==> src/rtl/dmc_pkg.sv <==
package dmc_pkg;

   localparam int unsigned OVERRUN_WIDTH = 16;

   typedef enum logic [2:0] {
      CMD_TICK        = 3'd0,
      CMD_OVERRIDE    = 3'd1,
      CMD_OPEN        = 3'd2,
      CMD_CLOSE       = 3'd3,
      CMD_MARK_OPEN   = 3'd4,
      CMD_MARK_CLOSED = 3'd5
   } command_type;

   typedef enum logic [2:0] {
      DOOR_OPEN          = 3'd0,
      DOOR_CLOSED        = 3'd1,
      DOOR_OPENING       = 3'd2,
      DOOR_CLOSING       = 3'd3,
      DOOR_STOP_OPENING  = 3'd4,
      DOOR_STOP_CLOSING  = 3'd5,
      DOOR_UNKNOWN       = 3'd6
   } door_type;

   typedef enum logic [1:0] {
      DRIVE_STOP    = 2'd0,
      DRIVE_FORWARD = 2'd1,
      DRIVE_REVERSE = 2'd2
   } drive_type;

   typedef struct packed {
      logic [2:0] command;
      logic       open_switch;
      logic       closed_switch;
   } req_type;

   typedef struct packed {
      logic [1:0] motor_drive;
      logic [2:0] door_status;
      logic       in_overrun;
   } rsp_type;

   typedef struct packed {
      door_type                 door;
      drive_type                motor;
      logic [OVERRUN_WIDTH-1:0] overrun_left;
      logic                     overrun_active;
   } state_type;

endpackage

==> src/rtl/dmc_next_state.sv <==
module dmc_next_state (
   input  dmc_pkg::state_type                    cur_state,
   input  dmc_pkg::req_type                      item,
   input  logic [dmc_pkg::OVERRUN_WIDTH-1:0]     overrun_ticks,
   output dmc_pkg::state_type                    next_state
);

   logic [dmc_pkg::OVERRUN_WIDTH-1:0] left_dec;
   dmc_pkg::door_type                 end_door;
   logic                              limit_hit;

   assign left_dec = cur_state.overrun_left - 1'b1;
   assign end_door = (cur_state.door == dmc_pkg::DOOR_CLOSING) ?
                     dmc_pkg::DOOR_CLOSED : dmc_pkg::DOOR_OPEN;
   assign limit_hit = ((cur_state.door == dmc_pkg::DOOR_OPENING) && item.open_switch) ||
                      ((cur_state.door == dmc_pkg::DOOR_CLOSING) && item.closed_switch);

   always_comb begin
      next_state = cur_state;
      if (dmc_pkg::command_type'(item.command) == dmc_pkg::CMD_TICK) begin
         if (cur_state.overrun_active) begin
            next_state.overrun_left = left_dec;
            if (left_dec == '0) begin
               next_state.overrun_active = 1'b0;
               next_state.door           = end_door;
               next_state.motor          = dmc_pkg::DRIVE_STOP;
            end
         end else if (limit_hit) begin
            if (overrun_ticks == '0) begin
               next_state.door  = end_door;
               next_state.motor = dmc_pkg::DRIVE_STOP;
            end else begin
               next_state.overrun_left   = overrun_ticks;
               next_state.overrun_active = 1'b1;
            end
         end else if (cur_state.door == dmc_pkg::DOOR_UNKNOWN) begin
            if (!item.open_switch) begin
               next_state.door  = dmc_pkg::DOOR_OPENING;
               next_state.motor = dmc_pkg::DRIVE_FORWARD;
            end else begin
               next_state.door = dmc_pkg::DOOR_OPEN;
            end
         end
      end else if (!cur_state.overrun_active) begin
         case (dmc_pkg::command_type'(item.command))
            dmc_pkg::CMD_OVERRIDE: begin
               if (cur_state.door inside {dmc_pkg::DOOR_OPEN, dmc_pkg::DOOR_STOP_OPENING}) begin
                  if (!item.closed_switch) begin
                     next_state.door  = dmc_pkg::DOOR_CLOSING;
                     next_state.motor = dmc_pkg::DRIVE_REVERSE;
                  end else begin
                     next_state.door  = dmc_pkg::DOOR_CLOSED;
                     next_state.motor = dmc_pkg::DRIVE_STOP;
                  end
               end else if (cur_state.door inside {dmc_pkg::DOOR_CLOSED,
                                                   dmc_pkg::DOOR_STOP_CLOSING,
                                                   dmc_pkg::DOOR_UNKNOWN}) begin
                  if (!item.open_switch) begin
                     next_state.door  = dmc_pkg::DOOR_OPENING;
                     next_state.motor = dmc_pkg::DRIVE_FORWARD;
                  end else begin
                     next_state.door  = dmc_pkg::DOOR_OPEN;
                     next_state.motor = dmc_pkg::DRIVE_STOP;
                  end
               end else if (cur_state.door == dmc_pkg::DOOR_OPENING) begin
                  next_state.door  = dmc_pkg::DOOR_STOP_OPENING;
                  next_state.motor = dmc_pkg::DRIVE_STOP;
               end else if (cur_state.door == dmc_pkg::DOOR_CLOSING) begin
                  next_state.door  = dmc_pkg::DOOR_STOP_CLOSING;
                  next_state.motor = dmc_pkg::DRIVE_STOP;
               end
            end
            dmc_pkg::CMD_OPEN: begin
               if (!item.open_switch) begin
                  next_state.door  = dmc_pkg::DOOR_OPENING;
                  next_state.motor = dmc_pkg::DRIVE_FORWARD;
               end else begin
                  next_state.door  = dmc_pkg::DOOR_OPEN;
                  next_state.motor = dmc_pkg::DRIVE_STOP;
               end
            end
            dmc_pkg::CMD_CLOSE: begin
               if (!item.closed_switch) begin
                  next_state.door  = dmc_pkg::DOOR_CLOSING;
                  next_state.motor = dmc_pkg::DRIVE_REVERSE;
               end else begin
                  next_state.door  = dmc_pkg::DOOR_CLOSED;
                  next_state.motor = dmc_pkg::DRIVE_STOP;
               end
            end
            dmc_pkg::CMD_MARK_OPEN: begin
               next_state.door  = dmc_pkg::DOOR_OPEN;
               next_state.motor = dmc_pkg::DRIVE_STOP;
            end
            dmc_pkg::CMD_MARK_CLOSED: begin
               next_state.door  = dmc_pkg::DOOR_CLOSED;
               next_state.motor = dmc_pkg::DRIVE_STOP;
            end
            default: begin
               next_state = cur_state;
            end
         endcase
      end
   end

endmodule

==> src/rtl/door_motor_controller.sv <==
// Door motor controller.
// Request channel (req_valid/req_ready/req_item) takes one beat per command:
// tick, override press, open, close, mark open or mark closed, together with
// the debounced open and closed limit switch levels.
// Response channel (rsp_valid/rsp_ready/rsp_item) returns one beat per
// request: motor drive, door status and the overrun flag after the update.
// csr_write_enable/csr_write_data load the overrun tick count; write it only
// while no request is in flight.
// A request accepted into the input register is processed by the state update
// once the response register is free or being drained; its response is then
// valid in the response register. Throughput: one beat per cycle while rsp_ready
// is high; the update is combinational logic between the input and response registers.
// Reset clears both stages, sets the door to unknown, stops the motor, ends
// any overrun and zeroes the overrun tick count.
// When rsp_ready is low the response register holds, the input register
// still fills, and req_ready drops only once both are occupied.
module door_motor_controller (
   input  logic                                 clock,
   input  logic                                 reset,
   input  logic                                 req_valid,
   output logic                                 req_ready,
   input  dmc_pkg::req_type                     req_item,
   output logic                                 rsp_valid,
   input  logic                                 rsp_ready,
   output dmc_pkg::rsp_type                     rsp_item,
   input  logic                                 csr_write_enable,
   input  logic [dmc_pkg::OVERRUN_WIDTH-1:0]    csr_write_data
);

   logic                              in_valid_ff;
   dmc_pkg::req_type                  in_item_ff;
   logic                              rsp_valid_ff;
   dmc_pkg::rsp_type                  rsp_item_ff;
   dmc_pkg::state_type                state_ff;
   dmc_pkg::state_type                state_in;
   logic [dmc_pkg::OVERRUN_WIDTH-1:0] overrun_ticks_ff;
   logic                              advance;

   assign advance   = in_valid_ff && (!rsp_valid_ff || rsp_ready);
   assign req_ready = !in_valid_ff || advance;
   assign rsp_valid = rsp_valid_ff;
   assign rsp_item  = rsp_item_ff;

   dmc_next_state u_next (
      .cur_state     (state_ff),
      .item          (in_item_ff),
      .overrun_ticks (overrun_ticks_ff),
      .next_state    (state_in)
   );

   always_ff @(posedge clock) begin
      if (reset) begin
         in_valid_ff                 <= 1'b0;
         rsp_valid_ff                <= 1'b0;
         overrun_ticks_ff            <= '0;
         state_ff.door               <= dmc_pkg::DOOR_UNKNOWN;
         state_ff.motor              <= dmc_pkg::DRIVE_STOP;
         state_ff.overrun_left       <= '0;
         state_ff.overrun_active     <= 1'b0;
      end else begin
         if (csr_write_enable) begin
            overrun_ticks_ff <= csr_write_data;
         end
         if (req_ready) begin
            in_valid_ff <= req_valid;
         end
         if (advance) begin
            rsp_valid_ff <= 1'b1;
            state_ff     <= state_in;
         end else if (rsp_ready) begin
            rsp_valid_ff <= 1'b0;
         end
      end
   end

   always_ff @(posedge clock) begin
      if (req_valid && req_ready) begin
         in_item_ff <= req_item;
      end
      if (advance) begin
         rsp_item_ff.motor_drive <= state_in.motor;
         rsp_item_ff.door_status <= state_in.door;
         rsp_item_ff.in_overrun  <= state_in.overrun_active;
      end
   end

endmodule
==> config.mk <==
export PLATFORM = sky130hd
export DESIGN_NAME = door_motor_controller
export DESIGN_NICKNAME = d
export VERILOG_FILES = /design/src/rtl/dmc_pkg.sv /design/src/rtl/dmc_next_state.sv /design/src/rtl/door_motor_controller.sv
export SDC_FILE = /design/constraint.sdc
export NUM_CORES = 1
export LEC_CHECK = 0
export BUFFER_PORTS_ARGS = -buffer_cell sky130_fd_sc_hd__buf_2
export CAP_MARGIN = 40
export CORE_MARGIN = 4
export CORE_UTILIZATION = 60
export CTS_BUF_LIST = sky130_fd_sc_hd__clkbuf_4 sky130_fd_sc_hd__clkbuf_8 sky130_fd_sc_hd__clkbuf_16
export CTS_CLUSTER_DIAMETER = 120
export DETAILED_ROUTE_END_ITERATION = 12
export PLACE_DENSITY = 0.93
export SLEW_MARGIN = 30
export SYNTH_ARGS = -nofsm -noshare
export SYNTH_HDL_FRONTEND = slang
export SYNTH_SLANG_ARGS = --single-unit
==> constraint.sdc <==
create_clock -name clock -period 6 [get_ports clock]
set_input_delay 1.2 -clock clock [delete_from_list [all_inputs] [get_ports clock]]
set_output_delay 1.2 -clock clock [all_outputs]
set_load 0.01 [all_outputs]
==> results.cfg <==
[worst_setup_path]
crit_family = simple AND/OR/NAND/NOR gates
worstSetupPathType = reg -> reg
cp_data_arrival_time_ns = 3.37
reg2reg_to = state_ff[19]
cp_max_fo = 11
cpPeakStageDelay_ns = 0.59
r2r-start = state_ff[4]
crit_chain = or4_1, or4_4, a2111oi_4, nand4b_2, or4_1, a31o_1, a31oi_1
crit_path_end_kind = flop
crit_path_frequent_cell = or4_1
crit_path_top_delay_cell = or4_1
cp-start-kind = flop
crit_required_ns = 6.24
rrSetupSlack_ns = 2.87
ff2ff_path_depth = 7
critPathBufInv = 0

[route]
num_vias = 2573
drt_iter0_markers = 331
wl_um = 6500
drc = 0
ant_nets = 0
via_per_inst = 6.35
firstDrtPassIters = 8
post_drt_wl_per_cell_um = 16.1

[grt]
grt_max_degree = 37
gr-usage-met3_pct = 5.62
first_global_vias = 2360
grt-busiest-layer = met2
grt_use_met1_pct = 32.5
grt_usage_pct = 23.1
met2_usage_pct = 34.4
antenna_found_initial = 0
grt_overflow_total = 0
grt_pass1_wl_um = 11200

[clock_network]
path_clk_slew_ns = 0.10
cts_hold_buf = 0
clock_path_buffers = 2
cts_tree = built
clock-root-buffer = clkbuf_8
clock-sinks = 51
numCtsBuffers = 5
cts_resized = 0
clk_latency_ns = 0.32
htreeDepth = 2
post-cts-setup-buffers = 0

[layout]
instances_no_fill = 405
mostFrequentLayoutCell = nor2_1
final_cell_mix = nor2_1, dfxtp_1, buf_2, nand2_1, mux2i_1
diodes = 0
drive_gt1_share_pct = 15.3
fin_nets = 384
syn_to_final_growth_pct = 8.60
fillers = 338
fin_util_pct = 68.9

[sta]
skew_ns = 0.0102
grt_setup_unrepaired = false
tns_ns = 0
post-route-min-period_ns = 3.13
tightest_slew_ns = 0.658
hold_viol_final = 0
max_slew_margin_pct = 55.8
fmax_mhz = 320
period_share_pct = 52.1
finalMaxSlewViolations = 0
setup_viol = 0

[power]
p_per_area_mw_per_mm2 = 219
p_seq_share_pct = 56.2
comb_power_share_pct = 12.2
vdd_drop_max_mv = 0.199
p_leak_nw = 1.29
p_switching_mw = 0.188
switching_share_pct = 27.8
power_frac_clock_pct = 31.5
power.internal_mw = 0.488

[yosys]
synth-seq-cells = 51
async_flop_share_pct = 0
yosysSeqAreaShare_pct = 39.9
synth_edf_count = 11
syn_area_mm2 = 0.00284
synth_cell_types = 54
synthCells = 326
synth_fp_nets = 358
yosys_most_used_dff = dfxtp_1
ys_warn_count = 0
syn_area_per_cell_um2 = 8.70

[die]
die_w_um = 76.8
fp.dieH_um = 76.8
rows = 24
dieArea_mm2 = 0.00589
coreArea_mm2 = 0.00447
pin_count = 34
start_util_pct = 63.4

[placed_design]
gp_congestion = 0.942
portBuffers = 33
place_inst = 396
hpwlAfterDp_um = 4740

[min_path]
hold_end = state_ff[7]
holdPathStages = 2
min_from = state_ff[7]
hold_class = reg -> reg

[outcome]
status = completed

[run]
cap_violations = 0
==> worst reg2reg max path, cell delays in order (launching register included) <==
cell and delay, ns:
dfxtp_1 0.40, or4_1 0.60, or4_4 0.57, a2111oi_4 0.37, nand4b_2 0.19, or4_1 0.51, a31o_1 0.24, a31oi_1 0.17
==> power groups by stage <==
stage	registers (mW)	clock network (mW)	logic, mW
floorplan	0.384	0	0.0576
global placement	0.386	0	0.0786
detailed placement	0.387	0	0.0811
CTS	0.379	0.216	0.0816
global route	0.382	0.234	0.0926
finish	0.380	0.213	0.0828
==> logic make-up after synthesis <==
family / synth area share (%)
multiplexers: 6.00
buffers and inverters: 4.81
XOR/XNOR: 2.16
AND/OR/NAND/NOR: 24.5
AO/OA/AOI/OAI: 20.1
adder cells (fa/ha/maj): 2.65
flip-flops: 39.9
==> stage by stage <==
step	hold slack, ns	total power [mW]	setup slack [ns]	cell area [um2]
finish	0.516	0.676	2.87	3080
global route	0.537	0.709	2.72	3080
CTS	0.509	0.677	2.89	3080
detailed placement	0.497	0.468	2.90	2980
global placement	0.484	0.465	3.02	2980
floorplan	0.467	0.441	3.08	2840
==> state kept, by name, summed over array words and instances (netlist names) <==
name              flops
state_ff             22
overrun_ticks_ff     16
in_item_ff            5
in_valid_ff           1
rsp_valid             1
rsp_item              6
==> synth_stat cells, types with 4 or more instances <==
| master | instances | area [um2] |
|---|---|---|
| dfxtp_1 | 40 | 801 |
| nand3_1 | 4 | 20.0 |
| nand2b_1 | 5 | 31.3 |
| mux2i_1 | 17 | 170 |
| nor2_1 | 47 | 176 |
| nand2_1 | 27 | 101 |
| clkbuf_1 | 13 | 48.8 |
| edfxtp_1 | 11 | 330 |
| inv_1 | 8 | 30.0 |
| a31oi_1 | 6 | 37.5 |
| and2_1 | 5 | 31.3 |
| ha_1 | 6 | 75.1 |
| nor4_1 | 9 | 56.3 |
| a221oi_1 | 9 | 78.8 |
| nor2b_1 | 5 | 31.3 |
| a21oi_1 | 15 | 75.1 |
| o21ai_0 | 14 | 70.1 |
| a22oi_1 | 6 | 45.0 |
| xor2_1 | 6 | 52.6 |
| or3_1 | 5 | 31.3 |
| nor3_1 | 16 | 80.1 |
==> per-layer routing <==
layer	vias up	wire length (um)
met4	0	137
met5	-	0
met2	128	2850
met3	13	530
met1	1173	2980
li1	1259	-
==> worst max-delay path by stage <==
stage / startpoint / endpoint / cells after the start
after global routing: state_ff[4] / state_ff[19] / 7
after detailed placement: state_ff[4] / state_ff[19] / 7
after CTS: state_ff[4] / state_ff[19] / 7
after global placement: state_ff[4] / state_ff[19] / 7
final: state_ff[4] / state_ff[19] / 7
after floorplan: state_ff[6] / state_ff[19] / 8
==> layout make-up <==
cell class / instances / area, um2 / share of cell area (%)
Tap cell: 52 / 65.1 / 2.11
Timing Repair Buffer: 37 / 190 / 6.17
Clock buffer: 5 / 68.8 / 2.23
Inverter: 8 / 30.0 / 0.974
Multi-Input combinational cell: 249 / 1570 / 51.0
Sequential cell: 51 / 1130 / 36.7
Clock inverter: 3 / 26.3 / 0.853
No activity file was read; power rests on OpenSTA's default activity.
